### src/rtl/core/alt_pkg.sv
// Shared types, constants and character/keyword helpers for the assembly line tokenizer.
package alt_pkg;

    localparam int LINE_MAX    = 256;
    localparam int TOKEN_LIMIT = 64;
    localparam int COL_W       = $clog2(LINE_MAX + 1);
    localparam int CNT_W       = $clog2(TOKEN_LIMIT + 1);
    localparam int HEAD_N      = 5;
    localparam int OUTQ_DEPTH  = 4;   // power of two, at least 2
    localparam int PTR_W       = $clog2(OUTQ_DEPTH);
    localparam int OCNT_W      = $clog2(OUTQ_DEPTH + 1);
    localparam int KW_N        = 17;

    localparam logic [4:0] KIND_EQ     = 5'd0;
    localparam logic [4:0] KIND_RBRACK = 5'd1;
    localparam logic [4:0] KIND_LBRACK = 5'd2;
    localparam logic [4:0] KIND_AT     = 5'd3;
    localparam logic [4:0] KIND_DOLLAR = 5'd4;
    localparam logic [4:0] KIND_COMMA  = 5'd5;
    localparam logic [4:0] KIND_LABEL  = 5'd22;
    localparam logic [4:0] KIND_REG    = 5'd23;
    localparam logic [4:0] KIND_NUM    = 5'd24;
    localparam logic [4:0] KIND_EOL    = 5'd26;
    localparam logic [4:0] KIND_ERR    = 5'd27;

    localparam logic [1:0] ERR_NONE     = 2'd0;
    localparam logic [1:0] ERR_BAD_CHAR = 2'd1;
    localparam logic [1:0] ERR_TOO_MANY = 2'd2;
    localparam logic [1:0] ERR_TOO_LONG = 2'd3;

    localparam logic [7:0] CH_NUL    = 8'd0;
    localparam logic [7:0] CH_TAB    = 8'd9;
    localparam logic [7:0] CH_LF     = 8'd10;
    localparam logic [7:0] CH_CR     = 8'd13;
    localparam logic [7:0] CH_SPACE  = 8'd32;
    localparam logic [7:0] CH_SEMI   = 8'd59;
    localparam logic [7:0] CH_EQ     = 8'd61;
    localparam logic [7:0] CH_RBRACK = 8'd93;
    localparam logic [7:0] CH_LBRACK = 8'd91;
    localparam logic [7:0] CH_AT     = 8'd64;
    localparam logic [7:0] CH_DOLLAR = 8'd36;
    localparam logic [7:0] CH_COMMA  = 8'd44;
    localparam logic [7:0] CH_UNDER  = 8'd95;
    localparam logic [7:0] CH_R      = 8'd82;

    // keyword text, left aligned and space padded to five characters
    localparam logic [39:0] KW_TXT [KW_N] = '{
        "LOAD ", "STORE", "READ ", "WRITE", "ADD  ", "SUB  ", "MUL  ", "DIV  ",
        "INC  ", "BR   ", "BLT  ", "BGT  ", "BLEQ ", "BGEQ ", "BEQ  ", "BNEQ ", "HALT "
    };
    localparam logic [2:0] KW_LEN [KW_N] = '{
        3'd4, 3'd5, 3'd4, 3'd5, 3'd3, 3'd3, 3'd3, 3'd3,
        3'd3, 3'd2, 3'd3, 3'd3, 3'd4, 3'd4, 3'd3, 3'd4, 3'd4
    };
    // leading characters that must match exactly in uppercase
    localparam logic [2:0] KW_EXACT [KW_N] = '{
        3'd1, 3'd2, 3'd1, 3'd1, 3'd1, 3'd2, 3'd1, 3'd1,
        3'd1, 3'd2, 3'd3, 3'd3, 3'd3, 3'd3, 3'd2, 3'd2, 3'd1
    };
    localparam logic [4:0] KW_KIND [KW_N] = '{
        5'd6, 5'd7, 5'd8, 5'd9, 5'd10, 5'd11, 5'd12, 5'd13,
        5'd14, 5'd15, 5'd16, 5'd17, 5'd18, 5'd19, 5'd20, 5'd21, 5'd25
    };

    typedef enum logic [3:0] {
        MODE_IDLE  = 4'b0001,
        MODE_NUM   = 4'b0010,
        MODE_IDENT = 4'b0100,
        MODE_SKIP  = 4'b1000
    } mode_t;

    typedef struct packed {
        logic [4:0] kind;
        logic [7:0] start_col;
        logic [8:0] tok_len;
        logic [6:0] token_total;
        logic [7:0] bad_char;
        logic [1:0] err_code;
        logic       run_last;
    } res_t;

    // up to two results from one character, r0 first
    typedef struct packed {
        logic [1:0] n;
        res_t       r0;
        res_t       r1;
    } push_t;

    function automatic logic is_digit(input logic [7:0] c);
        return (c >= "0") && (c <= "9");
    endfunction

    function automatic logic is_alpha(input logic [7:0] c);
        return ((c >= "A") && (c <= "Z")) || ((c >= "a") && (c <= "z"));
    endfunction

    function automatic logic [7:0] fold_up(input logic [7:0] c);
        return ((c >= "a") && (c <= "z")) ? c - 8'd32 : c;
    endfunction

    function automatic logic is_punct(input logic [7:0] c);
        return (c == CH_EQ) || (c == CH_RBRACK) || (c == CH_LBRACK) ||
               (c == CH_AT) || (c == CH_DOLLAR) || (c == CH_COMMA);
    endfunction

    function automatic logic [4:0] punct_kind(input logic [7:0] c);
        logic [4:0] k;
        case (c)
            CH_EQ:     k = KIND_EQ;
            CH_RBRACK: k = KIND_RBRACK;
            CH_LBRACK: k = KIND_LBRACK;
            CH_AT:     k = KIND_AT;
            CH_DOLLAR: k = KIND_DOLLAR;
            default:   k = KIND_COMMA;
        endcase
        return k;
    endfunction

    function automatic logic [4:0] ident_kind(input logic [COL_W-1:0] run,
                                               input logic [HEAD_N-1:0][7:0] hd);
        logic [4:0] k;
        logic       ok;
        logic [7:0] p;
        k = KIND_LABEL;
        // walk backwards so the first table entry that matches wins
        for (int e = KW_N - 1; e >= 0; e--) begin
            ok = (run == COL_W'(KW_LEN[e]));
            for (int i = 0; i < HEAD_N; i++) begin
                p = KW_TXT[e][39 - 8*i -: 8];
                if (i < int'(KW_LEN[e])) begin
                    if (i < int'(KW_EXACT[e]))
                        ok = ok && (hd[i] == p);
                    else
                        ok = ok && (fold_up(hd[i]) == p);
                end
            end
            if (ok)
                k = KW_KIND[e];
        end
        if ((run == COL_W'(2)) && (hd[0] == CH_R) && is_digit(hd[1]))
            k = KIND_REG;
        return k;
    endfunction

    function automatic res_t mk_res(input logic [4:0] kind, input logic [7:0] start,
                                    input logic [8:0] len, input logic [6:0] total,
                                    input logic [7:0] bad, input logic [1:0] err);
        res_t r;
        r.kind        = kind;
        r.start_col   = start;
        r.tok_len     = len;
        r.token_total = total;
        r.bad_char    = bad;
        r.err_code    = err;
        r.run_last    = 1'b0;
        return r;
    endfunction

endpackage

### src/rtl/core/assembly_line_tokenizer.sv
// Assembly line tokenizer: one source character in, token, line-end and error results out.
// One character is taken per cycle while in_stall is low. A character is held in an input
// register and scanned from there, which updates the line state and writes zero, one or
// two results into a four-entry result queue; its results pass from the input register
// through the result queue to the output. The output side delivers one result per cycle
// while out_stall is low. A character that closes a token and is itself a token or error
// yields two results; a waiting character stalls the input whenever the queue has fewer
// than two free entries.
module assembly_line_tokenizer (
    input  logic       clk,
    input  logic       rst_n,
    input  logic       in_valid,
    output logic       in_stall,
    input  logic [7:0] char_code,
    output logic       out_valid,
    input  logic       out_stall,
    output logic [4:0] kind,
    output logic [7:0] start_col,
    output logic [8:0] tok_len,
    output logic [6:0] token_total,
    output logic [7:0] bad_char,
    output logic [1:0] err_code,
    output logic       run_last
);
    import alt_pkg::*;

    push_t push;
    logic  room;
    res_t  head;

    alt_scan u_scan (
        .clk       (clk),
        .rst_n     (rst_n),
        .char_code (char_code),
        .in_valid  (in_valid),
        .in_stall  (in_stall),
        .room      (room),
        .push      (push)
    );

    alt_outq u_outq (
        .clk       (clk),
        .rst_n     (rst_n),
        .push      (push),
        .room      (room),
        .out_valid (out_valid),
        .out_stall (out_stall),
        .head      (head)
    );

    assign kind        = head.kind;
    assign start_col   = head.start_col;
    assign tok_len     = head.tok_len;
    assign token_total = head.token_total;
    assign bad_char    = head.bad_char;
    assign err_code    = head.err_code;
    assign run_last    = head.run_last;

endmodule

### src/rtl/core/alt_scan.sv
// Input register and per-character scanner: line state and up to two results per character.
module alt_scan (
    input  logic          clk,
    input  logic          rst_n,
    input  logic [7:0]    char_code,
    input  logic          in_valid,
    output logic          in_stall,
    input  logic          room,
    output alt_pkg::push_t push
);
    import alt_pkg::*;

    logic                      in_valid_reg;
    logic [7:0]                char_reg;
    mode_t                     mode_reg, mode_next;
    logic [COL_W-1:0]          column_reg, column_next;
    logic [7:0]                tok_start_reg, tok_start_next;
    logic [COL_W-1:0]          run_reg, run_next;
    logic [HEAD_N-1:0][7:0]    heads_reg, heads_next;
    logic [CNT_W-1:0]          line_tokens_reg, line_tokens_next;

    logic             proc;
    logic             term;
    logic             pending;
    logic             over;
    logic             col_over;
    logic             cont;
    logic [CNT_W-1:0] lt1;
    logic [COL_W-1:0] col_inc;
    logic [7:0]       col8;
    res_t             flush_res;
    res_t             sec_res;
    logic             have_flush;
    logic             have_sec;
    res_t             r0;
    res_t             r1;

    assign proc     = in_valid_reg && room;
    assign in_stall = in_valid_reg && !room;

    assign term     = (char_reg == CH_NUL) || (char_reg == CH_LF);
    assign pending  = (mode_reg == MODE_NUM) || (mode_reg == MODE_IDENT);
    assign over     = line_tokens_reg >= CNT_W'(TOKEN_LIMIT);
    assign col_over = column_reg >= COL_W'(LINE_MAX);
    assign cont     = ((mode_reg == MODE_IDENT) &&
                       (is_alpha(char_reg) || is_digit(char_reg) || (char_reg == CH_UNDER))) ||
                      ((mode_reg == MODE_NUM) && is_digit(char_reg));
    assign lt1      = line_tokens_reg + CNT_W'(pending && !over);
    assign col_inc  = col_over ? column_reg : column_reg + 1'b1;
    assign col8     = column_reg[7:0];

    always_comb
    begin
        if (over)
            flush_res = mk_res(KIND_ERR, tok_start_reg, 9'(run_reg), 7'd0, 8'd0, ERR_TOO_MANY);
        else if (mode_reg == MODE_NUM)
            flush_res = mk_res(KIND_NUM, tok_start_reg, 9'(run_reg), 7'd0, 8'd0, ERR_NONE);
        else
            flush_res = mk_res(ident_kind(run_reg, heads_reg), tok_start_reg, 9'(run_reg),
                               7'd0, 8'd0, ERR_NONE);
    end

    always_comb
    begin
        mode_next        = mode_reg;
        column_next      = column_reg;
        tok_start_next   = tok_start_reg;
        run_next         = run_reg;
        heads_next       = heads_reg;
        line_tokens_next = line_tokens_reg;
        have_flush       = 1'b0;
        have_sec         = 1'b0;
        sec_res          = '0;

        if (term)
        begin
            have_flush       = pending;
            have_sec         = 1'b1;
            sec_res          = mk_res(KIND_EOL, col8, 9'd0, 7'(lt1), 8'd0, ERR_NONE);
            mode_next        = MODE_IDLE;
            column_next      = '0;
            tok_start_next   = '0;
            run_next         = '0;
            heads_next       = '0;
            line_tokens_next = '0;
        end
        else if (mode_reg == MODE_SKIP)
        begin
            column_next = col_inc;
        end
        else if (col_over)
        begin
            // column holds at its limit; pending token goes out before the error
            have_flush       = pending;
            have_sec         = !pending || !over;
            sec_res          = mk_res(KIND_ERR, col8, 9'd0, 7'd0, 8'd0, ERR_TOO_LONG);
            mode_next        = MODE_SKIP;
            line_tokens_next = lt1;
        end
        else if (cont)
        begin
            if (run_reg < COL_W'(HEAD_N))
                heads_next[run_reg[2:0]] = char_reg;
            run_next    = run_reg + 1'b1;
            column_next = col_inc;
        end
        else
        begin
            column_next = col_inc;
            have_flush  = pending;
            if (pending && over)
            begin
                mode_next = MODE_SKIP;
            end
            else
            begin
                line_tokens_next = lt1;
                mode_next        = MODE_IDLE;
                if ((char_reg == CH_SPACE) || (char_reg == CH_TAB) || (char_reg == CH_CR))
                begin
                    mode_next = MODE_IDLE;
                end
                else if (char_reg == CH_SEMI)
                begin
                    mode_next = MODE_SKIP;
                end
                else if (is_punct(char_reg))
                begin
                    have_sec = 1'b1;
                    if (lt1 >= CNT_W'(TOKEN_LIMIT))
                    begin
                        sec_res   = mk_res(KIND_ERR, col8, 9'd1, 7'd0, 8'd0, ERR_TOO_MANY);
                        mode_next = MODE_SKIP;
                    end
                    else
                    begin
                        sec_res = mk_res(punct_kind(char_reg), col8, 9'd1, 7'd0, 8'd0,
                                         ERR_NONE);
                        line_tokens_next = lt1 + 1'b1;
                    end
                end
                else if (is_digit(char_reg) || is_alpha(char_reg))
                begin
                    mode_next      = is_digit(char_reg) ? MODE_NUM : MODE_IDENT;
                    tok_start_next = col8;
                    run_next       = COL_W'(1);
                    heads_next[0]  = char_reg;
                end
                else
                begin
                    have_sec  = 1'b1;
                    sec_res   = mk_res(KIND_ERR, col8, 9'd1, 7'd0, char_reg, ERR_BAD_CHAR);
                    mode_next = MODE_SKIP;
                end
            end
        end
    end

    always_comb
    begin
        r0 = have_flush ? flush_res : sec_res;
        r1 = sec_res;
        if (have_flush && have_sec)
            r1.run_last = 1'b1;
        else
            r0.run_last = 1'b1;
        push.n  = proc ? 2'(have_flush) + 2'(have_sec) : 2'd0;
        push.r0 = r0;
        push.r1 = r1;
    end

    always_ff @(posedge clk or negedge rst_n)
    begin
        if (!rst_n)
        begin
            in_valid_reg <= 1'b0;
        end
        else if (in_valid && !in_stall)
        begin
            in_valid_reg <= 1'b1;
        end
        else if (proc)
        begin
            in_valid_reg <= 1'b0;
        end
    end

    always_ff @(posedge clk)
    begin
        if (in_valid && !in_stall)
            char_reg <= char_code;
    end

    always_ff @(posedge clk or negedge rst_n)
    begin
        if (!rst_n)
        begin
            mode_reg        <= MODE_IDLE;
            column_reg      <= '0;
            tok_start_reg   <= '0;
            run_reg         <= '0;
            heads_reg       <= '0;
            line_tokens_reg <= '0;
        end
        else if (proc)
        begin
            mode_reg        <= mode_next;
            column_reg      <= column_next;
            tok_start_reg   <= tok_start_next;
            run_reg         <= run_next;
            heads_reg       <= heads_next;
            line_tokens_reg <= line_tokens_next;
        end
    end

    a_tok_limit: assert property (@(posedge clk) disable iff (!rst_n)
        line_tokens_reg <= CNT_W'(TOKEN_LIMIT))
        else $error("line token count past limit");

    a_col_limit: assert property (@(posedge clk) disable iff (!rst_n)
        column_reg <= COL_W'(LINE_MAX))
        else $error("column past line limit");

    a_eol_clears: assert property (@(posedge clk) disable iff (!rst_n)
        proc && term |=> (mode_reg == MODE_IDLE) && (column_reg == '0) &&
                         (line_tokens_reg == '0))
        else $error("line state not cleared after line end");

    a_skip_quiet: assert property (@(posedge clk) disable iff (!rst_n)
        proc && (mode_reg == MODE_SKIP) && !term |-> push.n == 2'd0)
        else $error("result produced while skipping rest of line");

endmodule

### src/rtl/core/alt_outq.sv
// Result queue: takes up to two results per cycle, hands out one per request.
module alt_outq (
    input  logic           clk,
    input  logic           rst_n,
    input  alt_pkg::push_t push,
    output logic           room,
    output logic           out_valid,
    input  logic           out_stall,
    output alt_pkg::res_t  head
);
    import alt_pkg::*;

    res_t              mem [OUTQ_DEPTH];
    logic [PTR_W-1:0]  wp_reg;
    logic [PTR_W-1:0]  rp_reg;
    logic [OCNT_W-1:0] count_reg;
    logic              pop;

    assign out_valid = count_reg != '0;
    assign pop       = out_valid && !out_stall;
    assign room      = count_reg <= OCNT_W'(OUTQ_DEPTH - 2);
    assign head      = mem[rp_reg];

    always_ff @(posedge clk)
    begin
        if (push.n != 2'd0)
            mem[wp_reg] <= push.r0;
        if (push.n == 2'd2)
            mem[wp_reg + 1'b1] <= push.r1;
    end

    always_ff @(posedge clk or negedge rst_n)
    begin
        if (!rst_n)
        begin
            wp_reg    <= '0;
            rp_reg    <= '0;
            count_reg <= '0;
        end
        else
        begin
            wp_reg    <= wp_reg + PTR_W'(push.n);
            rp_reg    <= rp_reg + PTR_W'(pop);
            count_reg <= count_reg + OCNT_W'(push.n) - OCNT_W'(pop);
        end
    end

    a_no_overflow: assert property (@(posedge clk) disable iff (!rst_n)
        push.n != 2'd0 |-> count_reg <= OCNT_W'(OUTQ_DEPTH - 2))
        else $error("request written into full result queue");

    a_count_range: assert property (@(posedge clk) disable iff (!rst_n)
        count_reg <= OCNT_W'(OUTQ_DEPTH))
        else $error("result queue count out of range");

endmodule
### config.mk
export PLATFORM = sky130hd
export DESIGN_NAME = assembly_line_tokenizer
export DESIGN_NICKNAME = d
export VERILOG_FILES = /design/src/rtl/core/alt_pkg.sv /design/src/rtl/core/assembly_line_tokenizer.sv /design/src/rtl/core/alt_scan.sv /design/src/rtl/core/alt_outq.sv
export SDC_FILE = /design/constraint.sdc
export NUM_CORES = 1
export LEC_CHECK = 0
export ABC_AREA = 1
export BUFFER_PORTS_ARGS = -buffer_cell sky130_fd_sc_hd__buf_4
export CORE_MARGIN = 3
export CORE_UTILIZATION = 55
export CTS_CLUSTER_SIZE = 20
export DETAILED_ROUTE_END_ITERATION = 7
export PLACE_DENSITY = 0.72
export SYNTH_ARGS = -nofsm -noshare
export SYNTH_HDL_FRONTEND = slang
export SYNTH_SLANG_ARGS = --single-unit
### constraint.sdc
create_clock -name clk -period 11.06 [get_ports clk]
set_clock_uncertainty 0.05 [all_clocks]
set_input_delay 2.765 -clock clk [delete_from_list [all_inputs] [get_ports clk]]
set_output_delay 2.765 -clock clk [all_outputs]
set_load 0.05 [all_outputs]
==> flow_summary_export.csv <==
group,metric,value,unit
placed_design,io_buffers,53,
worst_setup_path,rr_worst_depth,21,
worst_setup_path,max_stage_delay,540,ps
final_layout,nFillCells,1978,
cts,clk_pin_slew_worst_paths,60,ps
logic_synthesis,synth_top_area_cell,"edfxtp_1",
floorplan,io_pins,54,
worst_setup_path,worst_ep_required_time,11390,ps
cts,cts_tree,"done",
cts,numCtsBuffers,27,
pwr,ir_worst_vdd,0.3273,mV
pwr,pwr_density_cell,271.7,nW/µm²
logic_synthesis,synth_edf_count,136,
cts,cts_resized,0,
cts,clockBufferDepth,3,
timing,rsz0062_at_grt,"no",
flow_run,maxCapViolCount,0,
logic_synthesis,synth.avg_cell_area,8.607,µm²
grt,first_global_vias,10390,
floorplan,die_x,159.6,µm
placed_design,placed_cells,1822,
hold_path,whs_path_depth,2,
worst_setup_path,rr_startpoint,"u_scan.char_reg[6]",
worst_setup_path,cp_slowest_cell,"inv_1",
placed_design,place_area,13580,µm²
floorplan,dieArea,25460,µm²
routing,drt_iter0_markers,1034,
timing,final_max_slew_viol_count,0,
placed_design,gp_congestion,0.9806,
grt,grt_antenna_before_repair,0,
final_layout,final_cells,1872,
logic_synthesis,yosysUniqueCellTypes,53,
timing,fin_tns_setup,0,ps
cts,clock-root-buffer,"clkbuf_16",
logic_synthesis,async_flop_share,33.60,%
worst_setup_path,worst-path-buf-inv,8,
logic_synthesis,synthFlopType,"edfxtp_1",
cts,clk-insertion-delay-late,540,ps
logic_synthesis,yosysSeqAreaShare,52.83,%
final_layout,largest_reg_flops,160,
floorplan,num_rows,55,
placed_design,dp_slack,5288,ps
timing,relSlewSlack,29.01,%
logic_synthesis,netlist_top_cells_count,"247 x nor2_1, 191 x nand2_1, 183 x o21ai_0",
placed_design,dp.final_hpwl,25070,µm
timing,setup_violations,0,
final_layout,antennaDiodeCount,0,
cts,cts_hold_buffers,0,
final_layout,nets,1571,
pwr,totalPowerFinal,3.935,mW
logic_synthesis,yosysWarnings,0,
floorplan,coreArea,22920,µm²
outcome,status,"completed",
worst_setup_path,crit_family,"buffers and inverters",
hold_path,hold_class,"register to register",
final_layout,design_area,14480,µm²
logic_synthesis,netlist_instances,1507,
timing,period_minus_slack,5883,ps
worst_setup_path,end_kind,"register",
logic_synthesis,yosysMostFrequentCell,"nor2_1",
hold_path,hold_path_end,"u_scan.heads_reg[15]",
logic_synthesis,ys_ff_latch,253,
routing,drtPass1Iterations,6,
timing,worstMarginPinSlew,1065,ps
routing,wl,35720,µm
timing,fmax,170.0,MHz
timing,timing.hold.ws,426.3,ps
timing,min_period_over_period,53.20,%
worst_setup_path,r2r_slack,5180,ps
worst_setup_path,startpoint_type,"register",
grt,grtUsageTotal,27.37,%
routing,drc,0,
final_layout,syn_to_final_growth,11.63,%
routing,vias_per_cell,5.858,
logic_synthesis,synth_area,12970,µm²
floorplan,fp.dieH,159.6,µm
timing,hold_viol_final,0,
routing,drtAntennaViolNets,0,
cts,cts_setup_buffers,0,
grt,grt_pass1_wl,56490,µm
final_layout,utilization,63.19,%
final_layout,drive_above_1_share,10.01,%
timing,setup_ws,5177,ps
grt,grt_max_degree,83,
logic_synthesis,synth_area_leaders,"edfxtp_1 31%, dfrtp_1 16%, nor2_1 7.1%",
worst_setup_path,path_cells,"inv_1 -> nand2_1 -> nor2_1 -> nand2_1 -> clkinv_1 -> nor2_1 -> a21oi_4 -> inv_2 -> a21oi_1 -> ha_1 -> inv_1 -> nor2_1 -> inv_1 -> nor2_1 -> inv_1 -> nor3_1 -> inv_1 -> nand2_1 -> buf_4 -> o21ai_2 -> nor2_1",
worst_setup_path,critPathMaxFanout,33,
pwr,p_leak,5.698,nW
grt,grt_overflow_total,0,
worst_setup_path,crit_type,"register to register",
routing,post_drt_wl_per_cell,19.08,µm
logic_synthesis,syn_nets,1540,
cts,cts_num_sinks,253,
worst_setup_path,arrival,6210,ps
routing,num_vias,10970,
logic_synthesis,yosysTopAreaCellShare,31.48,%
worst_setup_path,r2r-end,"u_outq.mem[0][11]",
cts,htree_levels,1,
hold_path,min_from,"u_scan.heads_reg[15]",
floorplan,initial_core_util,56.60,%
[layer usage]
layer  routed length (µm)  part of all wire [%]  up-vias  global-route usage [%]
met2                16360                    46      461                   43.74
met3                 2839                   7.9       59                   4.266
met1                15780                    44     5177                   39.52
li1                     -                     -     5270                       -
met4                  744                   2.1        0                   6.805
met5                    0                     0        -                       0
[worst reg2reg max path, stage by stage (launching register included)]
cell and delay, ps:
edfxtp_1 490, inv_1 210, nand2_1 110, nor2_1 160, nand2_1 350, clkinv_1 470, nor2_1 180, a21oi_4 320
inv_2 90, a21oi_1 150, ha_1 270, inv_1 80, nor2_1 250, inv_1 120, nor2_1 120, inv_1 90
nor3_1 460, inv_1 540, nand2_1 170, buf_4 440, o21ai_2 380, nor2_1 230
[kinds of logic after synthesis]
family | count (synthesis) | share of synthesized area, %
compound gates | 351 | 15.83
xor+xnor | 16 | 1.080
fa+ha+maj | 21 | 2.084
buf+inv | 232 | 6.984
flops | 253 | 52.83
mux | 1 | 0.07717
simple gates | 633 | 21.12
[cell usage in the layout (no fill, tap or decap), types with 4 or more instances in the layout]
master     instances
bufinv_16          4
o41ai_1            4
nor3b_1            4
o21ai_1           16
ha_1              20
nor2_1           247
o21ai_0          183
dfxtp_1           32
edfxtp_1         136
dfrtp_1           83
nand2_1          191
buf_4             63
o22ai_1           98
nor2_2             4
nor3_1            35
a21oi_1           17
o21ai_2           12
clkinv_1           5
clkbuf_16         27
xor2_1            14
nand4_1           29
inv_2              9
nand3_1           96
nand2_2            6
nor4_1            11
inv_1            159
clkinv_2           4
[worst max-delay path by stage]
stage | from | to | slack, ps | cells past startpoint
2_1_floorplan | u_outq.rp_reg[0] | bad_char[0] | 6470 | 5
3_3_place_gp | u_scan.char_reg[6] | u_outq.mem[3][8] | 5550 | 21
3_5_place_dp | u_scan.char_reg[6] | u_outq.mem[0][4] | 5290 | 21
4_1_cts | u_scan.char_reg[6] | u_outq.mem[0][11] | 5210 | 21
5_1_grt | u_scan.char_reg[6] | u_outq.mem[2][5] | 4740 | 21
6_report | u_scan.char_reg[6] | u_outq.mem[0][11] | 5180 | 21
[area by class of cell]
type / count / area (µm²) / share of cell area [%]
clock buffer: 30 / 686.9 / 4.744
tap: 313 / 391.6 / 2.705
timing repair buffer: 63 / 473.0 / 3.266
multi-input combinational: 1022 / 5213 / 36.00
clock inverter: 20 / 215.2 / 1.486
inverter: 171 / 646.9 / 4.467
sequential: 253 / 6854 / 47.33
[where the power goes]
| part | leakage (nW) | switching, mW | internal (mW) |
|---|---|---|---|
| combinational | 2.61 | 1.30 | 0.446 |
| clock | 0.427 | 0.377 | 0.542 |
| sequential | 2.66 | 0.0948 | 1.18 |
No activity file was read; power rests on OpenSTA's default activity.
